## src/rtl/bfu_pkg.sv

```systemverilog
`timescale 1ns / 1ps
// ----------------------------------------------------------------------------
// bfu_pkg
// Shared constants, register indexes and types of the boid flocking update.
// ----------------------------------------------------------------------------
package bfu_pkg;

  localparam int BOID_COUNT_DEF     = 128;
  localparam int NEIGHBOR_COUNT_DEF = 4;
  localparam int IDX_W              = 7;
  localparam int DATA_W             = 32;
  localparam int CFG_IDX_W          = 3;
  localparam int CFG_DATA_W         = 31;
  localparam int DIST_W             = 34;
  localparam logic signed [DATA_W-1:0] EDGE_LOW_BOUND = 32'sd33554432;

  localparam logic [CFG_IDX_W-1:0] REG_COH    = 3'd0;
  localparam logic [CFG_IDX_W-1:0] REG_SEP    = 3'd1;
  localparam logic [CFG_IDX_W-1:0] REG_ALI    = 3'd2;
  localparam logic [CFG_IDX_W-1:0] REG_MAXS   = 3'd3;
  localparam logic [CFG_IDX_W-1:0] REG_RAD    = 3'd4;
  localparam logic [CFG_IDX_W-1:0] REG_PUSH   = 3'd5;
  localparam logic [CFG_IDX_W-1:0] REG_RIGHT  = 3'd6;
  localparam logic [CFG_IDX_W-1:0] REG_BOTTOM = 3'd7;

  localparam logic FUNC_LOAD   = 1'b0;
  localparam logic FUNC_UPDATE = 1'b1;

  typedef struct packed {
    logic                     func;
    logic [IDX_W-1:0]         sel_index;
    logic signed [DATA_W-1:0] load_pos_x;
    logic signed [DATA_W-1:0] load_pos_y;
    logic signed [DATA_W-1:0] load_vel_x;
    logic signed [DATA_W-1:0] load_vel_y;
  } in_item_t;

  typedef struct packed {
    logic [IDX_W-1:0]         out_index;
    logic signed [DATA_W-1:0] new_pos_x;
    logic signed [DATA_W-1:0] new_pos_y;
    logic signed [DATA_W-1:0] new_vel_x;
    logic signed [DATA_W-1:0] new_vel_y;
  } out_item_t;

  // candidate travelling down the sorting row
  typedef struct packed {
    logic              valid;
    logic [DIST_W-1:0] gap;
    logic [10:0]       id;
  } cand_t;

endpackage

```

## src/rtl/bfu_cell.sv

```systemverilog
`timescale 1ns / 1ps
// ----------------------------------------------------------------------------
// bfu_cell
// One slot of the nearest-neighbor insertion row. Keeps the smaller of its
// held candidate and the arriving one (equal distances go to the lower index)
// and hands the other to the next cell.
// ----------------------------------------------------------------------------
module bfu_cell (
  input  logic           clk,
  input  logic           clear,
  input  bfu_pkg::cand_t cand_in,
  output bfu_pkg::cand_t cand_out,
  output bfu_pkg::cand_t held
);
  import bfu_pkg::*;

  cand_t held_r, held_nxt, out_r, out_nxt;

  always_comb begin
    held_nxt = held_r;
    out_nxt  = cand_in;
    if (cand_in.valid) begin
      if (!held_r.valid || cand_in.gap < held_r.gap ||
          (cand_in.gap == held_r.gap && cand_in.id < held_r.id)) begin
        held_nxt = cand_in;
        out_nxt  = held_r;
      end
    end
  end

  always_ff @(posedge clk) begin
    if (clear) begin
      held_r <= '0;
      out_r  <= '0;
    end else begin
      held_r <= held_nxt;
      out_r  <= out_nxt;
    end
  end

  assign cand_out = out_r;
  assign held     = held_r;
endmodule

```

## config.mk

```make
export PLATFORM = sky130hd
export DESIGN_NAME = bfu_cell
export DESIGN_NICKNAME = d
export VERILOG_FILES = /design/src/rtl/bfu_pkg.sv /design/src/rtl/bfu_cell.sv
export SDC_FILE = /design/constraint.sdc
export NUM_CORES = 1
export LEC_CHECK = 0
export BUFFER_PORTS_ARGS = -buffer_cell sky130_fd_sc_hd__buf_4
export CAP_MARGIN = 20
export CORE_MARGIN = 8
export CORE_UTILIZATION = 35
export CTS_CLUSTER_SIZE = 16
export DETAILED_ROUTE_END_ITERATION = 12
export GPL_TIMING_DRIVEN = 0
export HOLD_SLACK_MARGIN = 0.1
export PLACE_DENSITY_LB_ADDON = 0.3
export SYNTH_ARGS = -nofsm -noshare
export SYNTH_HDL_FRONTEND = slang
export SYNTH_SLANG_ARGS = --single-unit
```

## constraint.sdc

```tcl
create_clock -name clk -period 3.1 [get_ports clk]
set_input_delay 0.465 -clock clk [delete_from_list [all_inputs] [get_ports clk]]
set_output_delay 0.465 -clock clk [all_outputs]
set_load 0.02 [all_outputs]
```

-- Word level (Yosys, flattened, before mapping)
Cells that the tools add are included.
Widths: inputs -> output; s select.
- order comparisons: 2
- equal/unequal tests: 1
- multiplexer cells: 2
- bitwise operators: 1
- reductions and logical operators: 6
- operators by type and width (operator ; number):
    $mux 46 ; 1
    $mux 45 ; 1
    $eq 34x34->1 ; 1
    $lt 34x34->1 ; 1
    $lt 11x11->1 ; 1
    $logic_or 1x1->1 ; 2
    $reduce_and 2->1 ; 1
    $reduce_or 2->1 ; 1
    $logic_and 1x1->1 ; 1
    $logic_not 1->1 ; 1
    $not 1->1 ; 1
- bits in registers: 92
- input bits: 48
- output and inout port bits: 92

-- Longest topological paths before layout
Gate-level depths: netlist of the first run.
- word-level depth: 5
- gate-level depth with buffers: 11
- mapped depth without buffers: 9

-- Least setup slack after synthesis of the first run
No wires, ideal clock.
- path type: register to register
- from: reg held_r (netlist bit held[42])
- to: reg out_r (netlist bit cand_out[10])
- library setup time: 72 ps
- arrival: 2270 ps
- path slack: 758 ps
- cell stages (with the launch flop): 12
- path buffers: 2
- path through: dfxtp_1 inv_1 ha_1 a21o_1 a21o_1 a22oi_1 nand4b_1 a311oi_2 a21o_1 buf_6 buf_12 mux2i_1
- cells in the longest elaborated chain, start to end: 5
- ends and longest elaborated chain (element ; RTL line ; source):
    from (decl) ; bfu_cell.sv:17 ; cand_t held_r, held_nxt, out_r, out_nxt;
    from (signal assigned) ; bfu_cell.sv:36 ; held_r <= held_nxt;
    $lt 34x34->1 or $eq 34x34->1 (tied branches) ; bfu_cell.sv:23, bfu_cell.sv:24 ;
    $logic_or 1x1->1 or $logic_and 1x1->1 (tied branches) ; bfu_cell.sv:23, bfu_cell.sv:24 ;
    $logic_or 1x1->1 (*) ; bfu_cell.sv:23 ; if (!held_r.valid || cand_in.gap < held_r.gap ||
    $mux 46 (*) ; bfu_cell.sv:23 ;
    $mux 45 (*) ; bfu_cell.sv:22 ; if (cand_in.valid) begin
    to (signal assigned) ; bfu_cell.sv:37 ; out_r <= out_nxt;
    to (decl) ; bfu_cell.sv:17 ;
Mark *: on every way between the ends. The rest lies on a longest branch, timed or not.
A chain may end at the register's enable or synchronous reset.

-- Final worst setup path of the first run
- from: reg held_r (netlist bit held[42])
- to: reg held_r (netlist bit held[6])
- cells in the longest elaborated chain, start to end: 4
- ends and longest elaborated chain (element ; RTL line):
    $lt 34x34->1 or $eq 34x34->1 (tied branches) ; bfu_cell.sv:23, bfu_cell.sv:24
    $logic_or 1x1->1 or $logic_and 1x1->1 (tied branches) ; bfu_cell.sv:23, bfu_cell.sv:24
    $logic_or 1x1->1 (*) ; bfu_cell.sv:23
    $reduce_and 2->1 (no line) (*) ; --
Marks and branches as above.

==> results of run 1 <==
-- final cells by class --
class	instances	area share
plain buffers	20	0.0354
clock buffers	15	0.0447
clock inverters	1	0.000805
inverters	46	0.0278
multi-input cells	299	0.393
flip-flops and latches	92	0.296
well taps	176	0.0354
repair buffers	138	0.167
-- stage by stage --
step           worst slack [ns]   util
2_1_floorplan             0.758      -
3_3_place_gp              0.316  0.452
3_5_place_dp              0.329  0.452
4_1_cts                   0.496  0.473
5_1_grt                   0.313  0.473
6_report                  0.516  0.473
-- kinds of logic (layout without fill, tap and decap cells) --
group           count (synthesis)  count (layout)  synth area share
compound gates                 37              37            0.0514
fa+ha+maj                      44              44             0.118
buf+inv                        66             220            0.0840
flops                          92              92             0.394
mux                            90              90             0.193
simple gates                  128             128             0.160
-- layout by cell type (no fill, tap or decap), types with 2 or more instances in the layout --
cell / synthesis / routed
clkbuf_1: 10 / 13
clkbuf_16: 0 / 9
nor2_1: 8 / 8
a21o_1: 7 / 7
buf_12: 8 / 8
nand2_1: 11 / 11
clkbuf_8: 0 / 3
nand3_1: 5 / 5
inv_1: 46 / 46
nor3_1: 3 / 3
buf_6: 2 / 2
nand2b_1: 91 / 91
a21oi_1: 16 / 16
o21ai_0: 6 / 6
ha_1: 44 / 44
nand4_1: 7 / 7
mux2i_1: 90 / 90
a211oi_1: 3 / 3
dfxtp_1: 92 / 92
buf_4: 0 / 138
-- critical path, delay by kind of cell (launching register included) --
family | cells | cell delay [ns]
fa+ha+maj | 1 | 0.29
buf+inv | 3 | 0.42
simple gates | 1 | 0.17
compound gates | 5 | 1.06
mux | 1 | 0.20
flops | 1 | 0.37
-- registers in the layout, summed over array words and instances, names as in the netlist --
register  flops
cand_out     46
held         46
-- where the power goes --
part | internal [uW] | switching (uW)
clock | 609 | 438
combinational | 416 | 449
sequential | 1290 | 61.5
-- routing by layer --
| layer | part of all wire | up-vias |
|---|---|---|
| met2 | 0.48 | 86 |
| met1 | 0.45 | 1695 |
| met4 | 0.016 | 0 |
| met3 | 0.053 | 12 |
| met5 | 0 | - |
| li1 | - | 1840 |
-- how the worst max path moves through the flow --
stage / cells past startpoint / slack [ns] / from / end
global route: 11 / 0.31 / held[42] / cand_out[34]
detailed placement: 11 / 0.33 / cand_in[42] / held[6]
finish: 11 / 0.52 / held[42] / held[6]
global placement: 11 / 0.32 / cand_in[42] / cand_out[34]
floorplan: 11 / 0.76 / held[42] / cand_out[10]
CTS: 11 / 0.50 / held[42] / held[6]
==> metrics, run 1 <==
status finished, final reports clean; Avg WL per Cell 14.9 um; pwr/cell area 525 nW/um2; Worst Hold End held[45]; Post-DP HPWL 9290 um; placed cell area 5930 um2; clock root buffer clkbuf_16; Die Footprint 17,300 um2; Post-synth top cells 92 x dfxtp_1, 91 x nand2b_1, 90 x mux2i_1, 46 x inv_1, 44 x ha_1; post-synthesis cell type count 25; Reg area 1840 um2; proportion of layout cells with a drive suffix above 1 0.268; met1 global-route usage 0.160; area of the multi-input gates 2440 um2; via count 3,633; Final period util 0.833; Rel. slew slack 0.669; crit path kind reg2reg; first-pass GRT wire length 19,500 um; busiest grt layer met2; slowest stage delay, CP 0.37 ns; NumNets Final 698; setup TNS 0 ns; vias in the first global route 3,925; drt pass-1 iters 4; fillers 1,301; Post-Syn Instances 457; setup bufs post-CTS 0; Setup crit end kind register; Reg clk slew, reported paths 0.06 ns; CTS-repair resized insts 0; gpl congestion 0.779; met2 usage 0.236; syn avg cell area 10.2 um2; Die H 132 um; Ports 140; Initial Util 0.356; Finished Layout Cells 787; largest net degree at the start of global routing 14; final hold slack 0.380 ns; Primary FF master, synth dfxtp_1; Layout Skew 0.00723 ns; ANT nets after route 0; Hold Crit Start cand_in[45]; worst reg2reg endpoint held[6]; CP Launch Type register; Area Overhead vs Synth 32.9%; register area share after synthesis 0.394; total global routing overflow 0; final hold vios 0; Worst Reg-to-Reg Cells 11; Row Count 42; worst hold stages 3; core footprint 13,100 um2; cell mode on critical path a21o_1; Worst-Margin Slew 0.496 ns; Global Route Usage Sum 0.138; worst r2r src held[42]; DP Cell Count 771; CTS tree built; RSZ-0062 raised after global routing no; worst hold path type in2reg; fin crit period 2.58 ns; Syn Nets 549; design area 6210 um2; FFs w/ async S/R, synth 0; insertion delay to the later sink of the worst-skew pair 0.34 ns; CP max-delay cell dfxtp_1; Slew Viols, Final 0; Syn Std Cell Area 4680 um2; max-capacitance violation count 0; Post-synth EDFFs 0; Max Clock Freq 0.387 GHz; # hold bufs at CTS 0; number of I/O port buffers 138; DR vias/cell 4.62; top-count cell post-synth dfxtp_1; CP max FO 10; Peak VDD IR 229 uV; dominant cells by area after synthesis dfxtp_1 39%, mux2i_1 19%, nand2b_1 12%; Routed WL 11,700 um; met3 global-route usage 0.0393; cell taking the most area after synthesis dfxtp_1; initial antenna violation count 0; Pwr Total 3260 uW; clk buf depth 2; Ys Warns 0; setup violators final 0; FF+latch count, synth 92; reg-to-reg setup timing slack 0.52 ns; Static Leak 0.00296 uW; CP required 3.36 ns; area share of the largest cell type after synthesis 0.394; DRC violations left 0; antenna cells 0; CTS H-tree lvls 3; total CTS buffers 9; clock tree sinks 92; DR iter-0 viols 144; Die Wd 132 um; CP arrival 2.85 ns; CP cell instances inv_1, ha_1, a21o_1, a21o_1, a22oi_1, nand4b_1, a311oi_2, a21o_1, buf_6, buf_12, mux2i_1
Note: power is estimated with default switching activity, not from simulation.
==> inputs of run 2 (changes only) <==
Clock period 3.1 ns to 2.3 ns, I/O delays scaled along.
==> metrics, run 2 (synthesis gave the netlist of run 1 again) <==
first-pass GRT wire length 20,100 um (+2.7%); Initial Util 0.356 (unchanged); most frequent cells in the layout 156 x buf_4, 91 x nand2b_1, 90 x mux2i_1; placed cell area 5930 um2 (about the same); setup violators final 90 (+90); Routed WL 13,200 um (+13%); Rel. slew slack 0.647 (-0.0219); Reg clk slew, reported paths 0.06 ns (about the same); Die H 132 um (unchanged); number of I/O port buffers 138 (unchanged); final hold vios 0 (unchanged); total CTS buffers 9 (unchanged); pwr/cell area 678 nW/um2 (+29%); vias in the first global route 3,974 (+1.2%); core footprint 13,100 um2 (unchanged); Setup crit end kind register; initial antenna violation count 0 (unchanged); max-capacitance violation count 0 (unchanged); drt pass-1 iters 5 (+1); Die Wd 132 um (unchanged); Post-DP HPWL 9340 um (+0.60%); setup TNS -6.29 ns (-6.29 ns); clk buf depth 2 (unchanged); ANT nets after route 0 (unchanged); RSZ-0062 raised after global routing yes; CP Launch Type register; commonest non-fill, non-tap cell in the layout buf_4; CTS H-tree lvls 3 (unchanged); Pwr Total 4680 uW (+43%); CTS tree built; design area 6910 um2 (+11%); Post-Place Setup Slack -0.349 ns (-0.678 ns); Final period util 1.08 (+0.247); crit path kind reg2reg; Die Footprint 17,300 um2 (unchanged); largest net degree at the start of global routing 14 (unchanged); CP arrival 2.74 ns (-0.11 ns); CP max FO 6 (-4); Global Route Usage Sum 0.144 (+0.00597); Worst-Margin Slew 0.529 ns (+0.0328 ns); insertion delay to the later sink of the worst-skew pair 0.34 ns (about the same); clock root buffer clkbuf_16; fin crit period 2.49 ns (-0.0977 ns); Area Overhead vs Synth 47.8%; total global routing overflow 0 (unchanged); final hold slack 0.256 ns (-0.124 ns); Final WS setup -0.186 ns (-0.702 ns); worst hold path type in2reg; clock tree sinks 92 (unchanged); Static Leak 0.00323 uW (+9.0%); gpl congestion 0.789 (+1.3%); antenna cells 0 (unchanged); reg-to-reg setup timing slack -0.19 ns (-0.70 ns); Max Clock Freq 0.402 GHz (+3.9%); Peak VDD IR 419 uV (+84%); Avg WL per Cell 16.2 um (+8.4%); Row Count 42 (unchanged); failing checks setup timing; Slew Viols, Final 0 (unchanged); via count 3,780 (+4.0%); DR iter-0 viols 154 (+6.9%); Layout Skew 0.00550 ns (-0.00172 ns); DR vias/cell 4.63 (+0.23%); status finished, violations left; proportion of layout cells with a drive suffix above 1 0.382 (+0.114); DRC violations left 0 (unchanged); Ports 140 (unchanged); CP required 2.55 ns (-0.81 ns); NumNets Final 728 (+4.3%)
[run 2: per-layer routing]
layer / global-route usage / wire length (um) / vias to the layer above
met5: 0 / 0 / -
met1: 0.167 / 5960 / 1776
met4: 0.0593 / 218 / 0
li1: - / - / 1900
met2: 0.248 / 6500 / 93
met3: 0.0354 / 540 / 11
[run 2: layout make-up]
| class | instances | area [um2] |
|---|---|---|
| Fill cell | 1237 | 6230 |
| Multi-Input combinational cell | 299 | 2690 |
| Sequential cell | 92 | 1870 |
| Timing Repair Buffer | 168 | 1440 |
| Clock buffer | 15 | 278 |
| Buffer | 20 | 238 |
| Tap cell | 176 | 220 |
| Inverter | 46 | 173 |
| Clock inverter | 1 | 5.00 |
[run 2: what timing repair did]
item	in CTS	in global routing
hold endpoints to repair	0	0
pin swaps	14	17
resized for setup	35	32
hold buffers	0	0
gates cloned	2	7
endpoints found under the setup margin	90	90
setup buffers	10	12
[run 2: final timing paths]
path	from	to	cells after the start
worst min register to register	held[25]	held[25]	2
worst min-delay path	cand_in[45]	held[45]	3
worst max register to register	held[40]	held[40]	13
worst max-delay path	held[40]	held[40]	13
[run 2: worst max-delay path, cell delays in order, from the launching register on]
cell       delay [ns]
dfxtp_2          0.35
inv_1            0.07
ha_4             0.27
nand4_1          0.18
buf_4            0.20
nor3_4           0.15
nand2_1          0.07
nand4b_1         0.12
a311oi_2         0.07
buf_4            0.17
a21oi_4          0.19
buf_12           0.18
clkbuf_16        0.16
mux2i_1          0.21
[run 2: power breakdown]
part / total (uW) / switching, uW / internal, uW
Sequential: 1830 / 83.1 / 1750
Combinational: 1440 / 697 / 739
Clock: 1420 / 598 / 822
[run 2: per-stage QoR]
step | instances | util
finish | 817 | 0.526
global route | 817 | 0.526
CTS | 799 | 0.494
detailed placement | 771 | 0.452
global placement | 771 | 0.452
floorplan | 457 | -
==> inputs of run 3 (changes only) <==
Settings changed: SETUP_SLACK_MARGIN set to 0.3.
==> metrics, run 3 (synthesis gave the netlist of run 1 again) <==
status finished, violations left; failing checks setup timing; Max Clock Freq 0.417 GHz (+3.6%); RSZ-0062 raised after global routing yes; total CTS buffers 9 (unchanged); most frequent cells in the layout 149 x buf_4, 91 x nand2b_1, 85 x mux2i_1; Final period util 1.04 (-0.0380); Rel. slew slack 0.687 (+0.0391); Ports 140 (unchanged); final hold vios 0 (unchanged); vias in the first global route 4,052 (+2.0%); CP top delay family compound AO/OA/AOI/OAI gates; Die Footprint 17,300 um2 (unchanged); Peak VDD IR 301 uV (-28%); Worst Reg-to-Reg Cells 11 (-2); CP cell instances inv_2, ha_4, a21o_1, a21o_1, a22oi_2, nand4b_1, a311oi_2, a21o_1, buf_12, buf_12, mux2i_1; CTS tree built; proportion of layout cells with a drive suffix above 1 0.368 (-0.0143); CP arrival 2.66 ns (-0.08 ns); worst hold path type in2reg; antenna cells 0 (unchanged); CP max FO 6 (unchanged); Die Wd 132 um (unchanged); number of I/O port buffers 138 (unchanged); cell mode on critical path a21o_1; pwr/cell area 690 nW/um2 (+1.8%); Setup crit end kind register; Avg WL per Cell 16.4 um (+1.2%); setup TNS -4.32 ns (+1.97 ns); commonest non-fill, non-tap cell in the layout buf_4; Final WS setup -0.0986 ns (+0.0875 ns); CP Buf/Inv Count 3 (-2); Die H 132 um (unchanged); CP Depth 11 (-2); post-layout util 0.519 (-0.00752); ANT nets after route 0 (unchanged); Slew Viols, Final 0 (unchanged); insertion delay to the later sink of the worst-skew pair 0.34 ns (about the same); gpl congestion 0.764 (-3.1%); slowest stage delay, CP 0.35 ns (about the same); fin crit period 2.40 ns (-0.0875 ns); Global Route Usage Sum 0.148 (+0.00397); DR vias/cell 4.64 (+0.30%); final hold slack 0.264 ns (+0.00844 ns); crit path kind reg2reg; setup violators final 89 (-1.1%); CTS H-tree lvls 3 (unchanged); Post-Place Setup Slack -0.289 ns (+0.0605 ns); clk buf depth 2 (unchanged); drt pass-1 iters 4 (-1); Area Overhead vs Synth 45.7%; initial antenna violation count 0 (unchanged); clock tree sinks 92 (unchanged); Post-DP HPWL 9560 um (+2.3%); Row Count 42 (unchanged); # hold bufs at CTS 0 (unchanged); CP required 2.56 ns (about the same); via count 3,768 (-0.32%); core footprint 13,100 um2 (unchanged); Routed WL 13,300 um (+0.55%); worst hold stages 3 (unchanged); first-pass GRT wire length 20,800 um (+3.6%); DR iter-0 viols 95 (-38%); Pwr Total 4700 uW (+0.38%); max-capacitance violation count 0 (unchanged); Worst-Margin Slew 0.470 ns (-0.0587 ns); Static Leak 0.00320 uW (-0.98%); total global routing overflow 0 (unchanged); CP max-delay cell dfxtp_4; clock root buffer clkbuf_16; NumNets Final 724 (-0.55%); Reg clk slew, reported paths 0.07 ns (about the same); CP Launch Type register; DRC violations left 0 (unchanged); Initial Util 0.356 (unchanged); Layout Skew 0.00668 ns (+0.00118 ns); largest net degree at the start of global routing 14 (unchanged)
run 3: cell count changes in the layout (fill, tap and decap cells not counted), moves of 3 or more:
| cell | delta |
|---|---|
| mux2i_1 | -5 |
| buf_6 | +3 |
| ha_1 | +4 |
| buf_4 | -7 |
| ha_4 | -4 |
| a21oi_2 | -4 |
| dfxtp_1 | -3 |
| a21oi_1 | +5 |
| buf_12 | -3 |
| mux2i_2 | +4 |
run 3: worst reg2reg max path: stages (launching register included):
cell and delay (ns):
dfxtp_4 0.35, inv_2 0.04, ha_4 0.21, a21o_1 0.15, a21o_1 0.19, a22oi_2 0.14, nand4b_1 0.15, a311oi_2 0.33
a21o_1 0.25, buf_12 0.17, buf_12 0.14, mux2i_1 0.21
run 3: per-layer routing:
layer	vias up	part of all wire	GRT usage	wire length [um]
met4	0	0.015	0.0613	198
met3	11	0.040	0.0316	532
met1	1786	0.45	0.169	5940
met5	-	0	0	0
met2	78	0.50	0.262	6620
li1	1893	-	-	-
run 3: final timing paths:
path,start,to,slack [ns]
max,held[42],cand_out[44],-0.1
min,cand_in[45],held[45],0.26
max reg2reg,held[42],cand_out[44],-0.1
min reg2reg,held[45],cand_out[45],0.51
run 3: final cells by class:
| type | instances | area [um2] |
|---|---|---|
| multi-input cells | 299 | 2600 |
| repair buffers | 164 | 1430 |
| fillers | 1224 | 6320 |
| clock inverters | 1 | 5.00 |
| flip-flops and latches | 92 | 1870 |
| well taps | 176 | 220 |
| inverters | 46 | 173 |
| plain buffers | 20 | 229 |
| clock buffers | 14 | 284 |
run 3: report_power, final:
part           switching, uW  leakage (uW)  internal (uW)
combinational            683       0.00228            728
sequential              84.0      0.000768           1750
clock                    617      0.000145            845
total                   1380       0.00320           3320
run 3: timing repair:
action,in CTS,in global routing
cloned,2,7
resized for setup,13,24
buffers inserted,8,9
endpoints found under the setup margin,90,90
pin swaps,8,10
run 3: metrics by stage:
| step | cell area [um2] | cells |
|---|---|---|
| 2_1_floorplan | 4730 | 457 |
| 3_3_place_gp | 5990 | 771 |
| 3_5_place_dp | 5990 | 771 |
| 4_1_cts | 6450 | 796 |
| 5_1_grt | 6810 | 812 |
| 6_report | 6810 | 812 |
